--- config.mk ---
export PLATFORM = sky130hd
export DESIGN_NAME = civil_date_to_epoch_seconds
export DESIGN_NICKNAME = d
export VERILOG_FILES = /design/src/cdes_pkg.sv /design/src/cdes_pipe_ctl.sv /design/src/civil_date_to_epoch_seconds.sv
export SDC_FILE = /design/constraint.sdc
export NUM_CORES = 1
export LEC_CHECK = 0
export ABC_AREA = 1
export BUFFER_PORTS_ARGS = -buffer_cell sky130_fd_sc_hd__buf_4
export CAP_MARGIN = 10
export CORE_MARGIN = 2
export CORE_UTILIZATION = 47
export DETAILED_ROUTE_END_ITERATION = 6
export GPL_TIMING_DRIVEN = 0
export PLACE_DENSITY = 0.6
export SLEW_MARGIN = 40
export SYNTH_ARGS = -nofsm -noshare
export SYNTH_HDL_FRONTEND = slang
export SYNTH_HIERARCHICAL = 1
export SYNTH_SLANG_ARGS = --single-unit
--- constraint.sdc ---
create_clock -name clk -period 10.86 [get_ports clk]
set_clock_uncertainty 0.2 [all_clocks]
set_input_delay 1.086 -clock clk [delete_from_list [all_inputs] [get_ports clk]]
set_output_delay 1.086 -clock clk [all_outputs]
set_load 0.005 [all_outputs]
--- src/cdes_pkg.sv ---
// ----------------------------------------------------------------------------
// cdes_pkg
// Shared constants, types and the month table for the civil date to epoch
// seconds converter.
// ----------------------------------------------------------------------------
package cdes_pkg;

  localparam int Stages = 6;

  localparam int YearWidth   = 14;
  localparam int MonthWidth  = 4;
  localparam int DayWidth    = 5;
  localparam int HourWidth   = 5;
  localparam int MinuteWidth = 6;
  localparam int SecondWidth = 6;
  localparam int InWidth     = 40;
  localparam int OutWidth    = 32;

  localparam int YearsPerEra  = 400;
  localparam int DaysPerEra   = 146097;
  localparam int UnixDayShift = 719468;
  localparam int EpochDays    = 7304;
  localparam int SecsPerDay   = 86400;
  localparam int SecsPerHour  = 3600;
  localparam int SecsPerMin   = 60;

  // Reciprocal of 400 scaled by 2^23, exact for every shifted year in use.
  localparam int EraRecip = 20972;
  localparam int EraShift = 23;
  // Reciprocal of 100 scaled by 2^12, exact below 1024.
  localparam int CentRecip = 41;
  localparam int CentShift = 12;

  // The year is offset by one era so that it never goes negative.
  // The constant also removes that era again, the unix shift, the epoch
  // and the one from day minus one.
  localparam int DayBias = DaysPerEra + UnixDayShift + EpochDays + 1;

  typedef struct packed {
    logic [Stages-1:0] en;
    logic [Stages-1:0] valid;
  } pipe_ctl_t;

  // Days from 1 March to the first of the given month, March based.
  function automatic logic [8:0] month_base(input logic [MonthWidth-1:0] month);
    logic [8:0] base;
    case (month)
      4'd0:    base = 9'd275;
      4'd1:    base = 9'd306;
      4'd2:    base = 9'd337;
      4'd3:    base = 9'd0;
      4'd4:    base = 9'd31;
      4'd5:    base = 9'd61;
      4'd6:    base = 9'd92;
      4'd7:    base = 9'd122;
      4'd8:    base = 9'd153;
      4'd9:    base = 9'd184;
      4'd10:   base = 9'd214;
      4'd11:   base = 9'd245;
      4'd12:   base = 9'd275;
      4'd13:   base = 9'd306;
      4'd14:   base = 9'd337;
      default: base = 9'd367;
    endcase
    return base;
  endfunction

endpackage

--- src/cdes_pipe_ctl.sv ---
// ----------------------------------------------------------------------------
// cdes_pipe_ctl
// Valid bits and stage enables of the converter pipeline; a stage loads when
// it is empty or when the stage after it loads.
// ----------------------------------------------------------------------------
module cdes_pipe_ctl (
  input  logic                clk,
  input  logic                rst,
  input  logic                in_valid,
  input  logic                out_ready,
  output logic                in_ready,
  output cdes_pkg::pipe_ctl_t ctl
);

  logic [cdes_pkg::Stages-1:0] valid;
  logic [cdes_pkg::Stages-1:0] en;
  logic [cdes_pkg::Stages-1:0] valid_next;

  always_comb begin
    en[cdes_pkg::Stages-1] = !valid[cdes_pkg::Stages-1] || out_ready;
    for (int i = cdes_pkg::Stages - 2; i >= 0; i--) begin
      en[i] = !valid[i] || en[i+1];
    end
    if (en[0]) begin
      valid_next[0] = in_valid;
    end else begin
      valid_next[0] = valid[0];
    end
    for (int i = 1; i < cdes_pkg::Stages; i++) begin
      if (en[i]) begin
        valid_next[i] = valid[i-1];
      end else begin
        valid_next[i] = valid[i];
      end
    end
  end

  always_ff @(posedge clk) begin
    if (rst) begin
      valid <= '0;
    end else begin
      valid <= valid_next;
    end
  end

  assign in_ready  = en[0];
  assign ctl.en    = en;
  assign ctl.valid = valid;

endmodule

--- src/civil_date_to_epoch_seconds.sv ---
// ----------------------------------------------------------------------------
// civil_date_to_epoch_seconds
// Converts a Gregorian date and time of day into seconds since
// 1989-12-31 00:00, wrapped to 32 bits.
// ----------------------------------------------------------------------------
// Throughput: one request per cycle while m_tready does not hold the output
// back; six register stages, each with one or two constant multiplies and
// at most a short add chain.
// Reset: synchronous rst clears all stage valid bits; data registers are not
// reset.
module civil_date_to_epoch_seconds (
  input  logic        clk,
  input  logic        rst,
  input  logic        s_tvalid,
  output logic        s_tready,
  // year[13:0], month[17:14], day[22:18], hour[27:23], minute[33:28],
  // second[39:34]
  input  logic [39:0] s_tdata,
  output logic        m_tvalid,
  input  logic        m_tready,
  // seconds_since_epoch[31:0]
  output logic [31:0] m_tdata
);

  cdes_pkg::pipe_ctl_t ctl;

  logic [13:0] year;
  logic [3:0]  month;
  logic [4:0]  day;
  logic [4:0]  hour;
  logic [5:0]  minute;
  logic [5:0]  second;
  logic        dec;

  logic [14:0] s1_yp;
  logic [8:0]  s1_dp;
  logic [16:0] s1_tod;
  logic [14:0] s2_yp;
  logic [5:0]  s2_era;
  logic [8:0]  s2_dp;
  logic [16:0] s2_tod;
  logic [8:0]  s3_yoe;
  logic [5:0]  s3_era;
  logic [8:0]  s3_dp;
  logic [16:0] s3_tod;
  logic [17:0] s4_doe;
  logic [5:0]  s4_era;
  logic [16:0] s4_tod;
  logic [31:0] s5_days;
  logic [16:0] s5_tod;
  logic [31:0] s6_secs;

  logic [29:0] era_prod;
  logic [17:0] yoe_cent;

  assign year   = s_tdata[13:0];
  assign month  = s_tdata[17:14];
  assign day    = s_tdata[22:18];
  assign hour   = s_tdata[27:23];
  assign minute = s_tdata[33:28];
  assign second = s_tdata[39:34];
  assign dec    = (month <= 4'd2);

  assign era_prod = 30'(s1_yp) * 30'(cdes_pkg::EraRecip);
  assign yoe_cent = 18'(s3_yoe) * 18'(cdes_pkg::CentRecip);

  cdes_pipe_ctl u_ctl (
    .clk       (clk),
    .rst       (rst),
    .in_valid  (s_tvalid),
    .out_ready (m_tready),
    .in_ready  (s_tready),
    .ctl       (ctl)
  );

  always_ff @(posedge clk) begin
    if (ctl.en[0]) begin
      s1_yp  <= 15'(year) + 15'(cdes_pkg::YearsPerEra) - 15'(dec);
      s1_dp  <= cdes_pkg::month_base(month) + 9'(day);
      s1_tod <= 17'(hour) * 17'(cdes_pkg::SecsPerHour)
              + 17'(minute) * 17'(cdes_pkg::SecsPerMin) + 17'(second);
    end
    if (ctl.en[1]) begin
      s2_yp  <= s1_yp;
      s2_era <= 6'(era_prod >> cdes_pkg::EraShift);
      s2_dp  <= s1_dp;
      s2_tod <= s1_tod;
    end
    if (ctl.en[2]) begin
      s3_yoe <= 9'(s2_yp - 15'(s2_era) * 15'(cdes_pkg::YearsPerEra));
      s3_era <= s2_era;
      s3_dp  <= s2_dp;
      s3_tod <= s2_tod;
    end
    if (ctl.en[3]) begin
      s4_doe <= 18'(s3_yoe) * 18'd365 + 18'(s3_yoe[8:2])
              - 18'(yoe_cent >> cdes_pkg::CentShift) + 18'(s3_dp);
      s4_era <= s3_era;
      s4_tod <= s3_tod;
    end
    if (ctl.en[4]) begin
      s5_days <= 32'(s4_era) * 32'(cdes_pkg::DaysPerEra) + 32'(s4_doe)
               - 32'(cdes_pkg::DayBias);
      s5_tod  <= s4_tod;
    end
    if (ctl.en[5]) begin
      s6_secs <= s5_days * 32'(cdes_pkg::SecsPerDay) + 32'(s5_tod);
    end
  end

  assign m_tvalid = ctl.valid[cdes_pkg::Stages-1];
  assign m_tdata  = s6_secs;

endmodule

==> results of run 1 <==
==> critical path: cells and delay by family, from the launching register on <==
kind	cells	cell delay, ns
adder cells (fa/ha/maj)	10	3.53
AND/OR/NAND/NOR	7	0.65
AO/OA/AOI/OAI	7	1.44
XOR/XNOR	1	0.14
buffers and inverters	6	0.27
flip-flops	1	0.65
==> cell usage after synthesis (5+ instances only) <==
cell type  number
nand3_1        62
xor2_1         85
nand2_2        17
inv_2           7
fa_1          224
o21bai_1        8
a21o_1         11
edfxtp_1      238
xnor2_1        47
a31oi_1        12
nor4_1          9
nor2_2          7
nor2_1         77
nand4_1        27
nand2_1       314
inv_1         601
o21ai_0        49
dfxtp_1         6
o31ai_1         5
nand3_2         5
nor3_1         15
a21oi_1       113
ha_1          406
==> sequential cells by signal, summed over array words and instances, names as in the netlist <==
name	flops
s2_dp	9
s4_tod	17
s2_yp	9
s3_yoe	9
s3_dp	9
s3_tod	17
s2_tod	17
s5_days	25
m_tdata	32
s4_doe	18
s1_tod	17
u_ctl/valid	6
s1_yp	15
s3_era	6
s1_dp	9
s2_era	6
s5_tod	17
s4_era	6
==> path summary, 6_finish.rpt <==
| path | from | to | slack, ns |
|---|---|---|---|
| hold / removal | s5_tod[1] | m_tdata[1] | 0.22 |
| setup reg to reg | s3_yoe[4] | s4_doe[16] | 3.67 |
| hold reg to reg | s5_tod[1] | m_tdata[1] | 0.22 |
| setup / recovery | s3_yoe[4] | s4_doe[16] | 3.67 |
==> per-stage QoR <==
stage | cell area, um^2 | std cells | util | worst slack [ns]
2_1_floorplan | 24000 | 2389 | - | 4.46
3_3_place_gp | 25400 | 3137 | 0.506 | 3.83
3_5_place_dp | 25400 | 3137 | 0.506 | 3.69
4_1_cts | 26300 | 3186 | 0.523 | 3.64
5_1_grt | 26300 | 3186 | 0.523 | 3.14
6_report | 26300 | 3186 | 0.523 | 3.67
==> cell type report <==
class                      count  area, um^2
buffer                         2        11.3
clock buffer                  31         701
clock inverter                18         171
fill                        4591       24000
inverter                     608        2280
multi-input combinational   1535       14500
sequential                   244        7270
tap                          672         841
timing repair buffer          76         571
==> cells by family after synthesis <==
family          count (synthesis)  synth area share
compound gates                225            0.0535
xor+xnor                      132            0.0482
fa+ha+maj                     630             0.398
buf+inv                       610            0.0955
flops                         244             0.303
simple gates                  548             0.102
==> per-layer routing <==
layer,GRT usage,up-vias
li1,-,7882
met2,0.313,150
met4,0.0335,0
met1,0.217,7350
met3,0.0184,57
met5,0,-
==> impl_metrics.csv, run 1 <==
group,metric,value,unit
hold_path,hold_depth,0,
flow_run,cap_violations,0,
floorplanning,core,50300,um^2
critical_path,reg2regPathDepth,31,
hold_path,hp-class,"reg2reg",
detailed_routing,wirelength,43.0,mm
timing,fin_setup_tns,0,ns
detailed_routing,dr_wl_met2,21.6,mm
critical_path,cp.required,10.96,ns
critical_path,crit_arrival,7.29,ns
global_routing,grt-ovfl-total,0,
detailed_routing,drt_pass1_iterations,5,
global_routing,grt_start_max_net_pins,45,
cts,cts_hold_buf,0,
timing,finalSetupViolCount,0,
critical_path,cp-end-kind,"register",
synth,synth_top_cell_by_area,"edfxtp_1",
synth,syn_inst,2389,
floorplanning,rows,82,
detailed_routing,drcViolationCount,0,
synth,ys_ff_latch,244,
detailed_routing,drt_iter0_markers,512,
synth,ys_warn_count,6,
floorplanning,die_area,52900,um^2
global_routing,grt_pass1_wl,75.2,mm
cts,cts_buffers,27,
placement,place.gp.congestion,0.908,
final_layout,layout_common_cells,"inv_1 (601), ha_1 (406), nand2_1 (313), edfxtp_1 (238), fa_1 (224)",
cts,cts_resized,0,
detailed_routing,drt-wirelength-per-cell,13.5,um
timing,maxSlewHeadroom,0.490,
detailed_routing,dr.max_layer_used,"met4",
final_layout,drive_above_1_share,0.0696,
cts,ctsHtreeMaxLevel,1,
final_layout,areaGrowthSynthToFinish,9.58,%
critical_path,critPathKind,"reg2reg",
placement,port_buffers,76,
synth,synth_top_cell_area_share,0.298,
cts,post_cts_buffers,0,
cts,clk_latency,0.56,ns
timing,fmax,139,MHz
cts,cts_tree,"yes",
placement,dp_hpwl,36.8,mm
floorplanning,initial_core_util,0.478,
global_routing,antenna_found_initial,0,
detailed_routing,wl_met1,19.6,mm
detailed_routing,wl_met3,904,um
synth,synthDistinctLibCells,45,
timing,final_max_slew_viol_count,0,
cts,clk_pin_slew,0.06,ns
global_routing,first_global_vias,16300,
synth,ys.flop_type,"edfxtp_1",
synth,netlist_top_cells_area,"edfxtp_1 (30%), ha_1 (21%), fa_1 (19%), inv_1 (9.4%), nand2_1 (4.9%)",
timing,hold-worst-slack,0.216,ns
synth,avgSynthCellArea,10.0,um^2
timing,fin_crit,7.19,ns
timing,hold_viol_final,0,
synth,syn_nets,3063,
cts,cts.sinks,244,
floorplanning,num_io_pins,78,
synth,syn-cell-area,24000,um^2
detailed_routing,ant_nets,0,
detailed_routing,vias,15400,
detailed_routing,avgViaCountPerCell,4.85,
synth,yosysSeqAreaShare,0.303,
timing,tightest_slew,0.763,ns
final_layout,final_nets,3168,
timing,rsz0062_at_grt,"no",
critical_path,cp_max_fo,10,
final_layout,final_common_cell,"inv_1",
critical_path,slowest_delay,0.65,ns
global_routing,track_usage,0.170,
floorplanning,die_h,230,um
outcome,status,"finished clean",
final_layout,diodes,0,
synth,synth_edf_count,238,
cts,cts_root_buffer,"clkbuf_16",
floorplanning,die_width,230,um
critical_path,cp_slowest_cell,"edfxtp_1",
timing,period_share,0.662,
cts,clk_path_buf_depth,3,
critical_path,critPathLaunchType,"register",
synth,async_reset_ff_frac,0,
Power of run 1 is not shown: default switching activity piles up to over one toggle a cycle in this logic, so the estimate is an artifact.
==> run 2: changes to the inputs <==
PLACE_DENSITY = 0.63   (was 0.6)
clock period = 6.3 ns   (was 10.86 ns; I/O delays follow)
==> run 2 against run 1 <==
Net effect:
- register-to-register slack worse by 3.7 ns
- die area did not move
- first-iteration DRC count up 18%
- critical path type unchanged
- setup slack lost 3.7 ns
- critical path depth is the same
- design area is 2.3% higher
- utilization is 1.2 points higher
- global-route usage up 0.40 points
- non-clock buffer count is 33 higher
- the run now ends with negative setup slack left
- wire length up 3.6%
- highest routed layer unchanged
- clock-buffer cell count rose by 2
- flip-flop and latch count stayed put
==> impl_metrics.csv, run 2 (synthesis gave the netlist of run 1 again) <==
group,metric,value,unit
detailed_routing,ant_nets,0,
cts,cts_tree,"yes",
timing,fmax,158,MHz
critical_path,critPathKind,"reg2reg",
critical_path,cp-startpoint,"s3_yoe[5]",
hold_path,hp-start,"s_tdata[34]",
floorplanning,core,50300,um^2
final_layout,layout_common_cells,"inv_1 (593), ha_1 (391), nand2_1 (307), edfxtp_1 (238), fa_1 (222)",
flow_run,cap_violations,0,
final_layout,final_nets,3202,
placement,place_ws,-0.628,ns
global_routing,grt_start_max_net_pins,45,
final_layout,fin_util,0.535,
floorplanning,die_width,230,um
timing,fin_crit,6.31,ns
cts,cts.sinks,244,
final_layout,layout.cells.non_filler,3221,
global_routing,grt_pass1_wl,76.4,mm
timing,setup_ws,-0.0140,ns
cts,cts_hold_buf,0,
detailed_routing,vias,15600,
final_layout,areaGrowthSynthToFinish,12.1,%
hold_path,hp-class,"in2reg",
timing,final_max_slew_viol_count,0,
critical_path,cp-end-kind,"register",
placement,dp_hpwl,36.7,mm
global_routing,antenna_found_initial,0,
floorplanning,die_h,230,um
floorplanning,initial_core_util,0.478,
final_layout,diodes,0,
final_layout,drive_above_1_share,0.100,
critical_path,crit_arrival,6.41,ns
floorplanning,die_area,52900,um^2
timing,hold-worst-slack,0.0517,ns
global_routing,first_global_vias,16300,
outcome,status,"finished, violations left",
detailed_routing,wirelength,44.6,mm
detailed_routing,avgViaCountPerCell,4.84,
timing,period_share,1.00,
detailed_routing,drt_pass1_iterations,4,
global_routing,track_usage,0.174,
detailed_routing,drt_iter0_markers,603,
critical_path,critPathLaunchType,"register",
timing,finalSetupViolCount,1,
cts,clk_path_buf_depth,3,
cts,cts_root_buffer,"clkbuf_16",
placement,port_buffers,76,
critical_path,cp.required,6.40,ns
outcome,violations,"negative setup slack",
timing,hold_viol_final,0,
timing,tightest_slew,0.757,ns
cts,clk_latency,0.55,ns
floorplanning,num_io_pins,78,
critical_path,reg2reg_from,"s3_yoe[5]",
critical_path,slowest_delay,0.56,ns
detailed_routing,drcViolationCount,0,
global_routing,grt-ovfl-total,0,
final_layout,final_common_cell,"inv_1",
critical_path,path_common_cell,"inv_2",
placement,place_inst,3137,
placement,place.gp.congestion,0.877,
critical_path,cp_slowest_cell,"fa_2",
detailed_routing,drt-wirelength-per-cell,13.8,um
cts,cts_buffers,28,
cts,ctsHtreeMaxLevel,1,
timing,maxSlewHeadroom,0.493,
timing,rsz0062_at_grt,"yes",
cts,clk_pin_slew,0.06,ns
floorplanning,rows,82,
final_layout,largest_reg_flops,32,
critical_path,cp_max_fo,2,
[run 2: changes by cell type in the layout (fill, tap and decap cells not counted), moves of 5 or more]
cell and change:
inv_1 -8, ha_4 +11, inv_2 +8, a21oi_1 -5, buf_4 +31, nand2_1 -6
nand2_2 +6, ha_1 -15
[run 2: final timing paths]
check                                   to  slack (ns)  depth (start not counted)
worst min-delay path             s1_tod[0]        0.05                          1
worst max register to register  s4_doe[14]       -0.01                         31
worst max-delay path            s4_doe[14]       -0.01                         31
worst min register to register    s2_dp[8]        0.22                          0
[run 2: layout make-up]
cell class                      instances  area (um^2)
Multi-Input combinational cell       1535        14700
Inverter                              608         2280
Timing Repair Buffer                  109          826
Buffer                                  2         11.3
Clock inverter                         18          224
Clock buffer                           33          741
Sequential cell                       244         7270
Fill cell                            4507        23400
Tap cell                              672          841
[run 2: critical path, delay by kind of cell, from the launching register on]
kind                       cells  cell delay (ns)
AOI/OAI and AO/OA              6             0.96
xor gates and xnor gates       2             0.29
adders and majority gates     10             3.22
buffers and inverters          8             0.51
DFF                            1             0.48
and+or+nand+nor                5             0.37
[run 2: stage by stage]
stage | instance area (um^2) | setup TNS (ns)
after floorplan | 24000 | 0
after global placement | 25400 | -1.17
after detailed placement | 25400 | -1.66
after CTS | 26600 | -0.0314
after global routing | 26900 | -0.710
final | 26900 | -0.0140
[run 2: timing repair]
item,in CTS,in global routing
gates cloned,0,0
endpoints found under the setup margin,9,9
resized for setup,16,38
buffers inserted,24,9
pin swaps,21,26
[run 2: metal layers]
metal / wire (um) / share of wire / vias up / global-route usage
met5: 0 / 0 / - / 0
met1: 19900 / 0.45 / 7435 / 0.223
met4: 813 / 0.018 / 0 / 0.0363
met2: 22800 / 0.51 / 170 / 0.319
li1: - / - / 7941 / -
met3: 1030 / 0.023 / 53 / 0.0180
Power of run 2 is left out for the same reason.
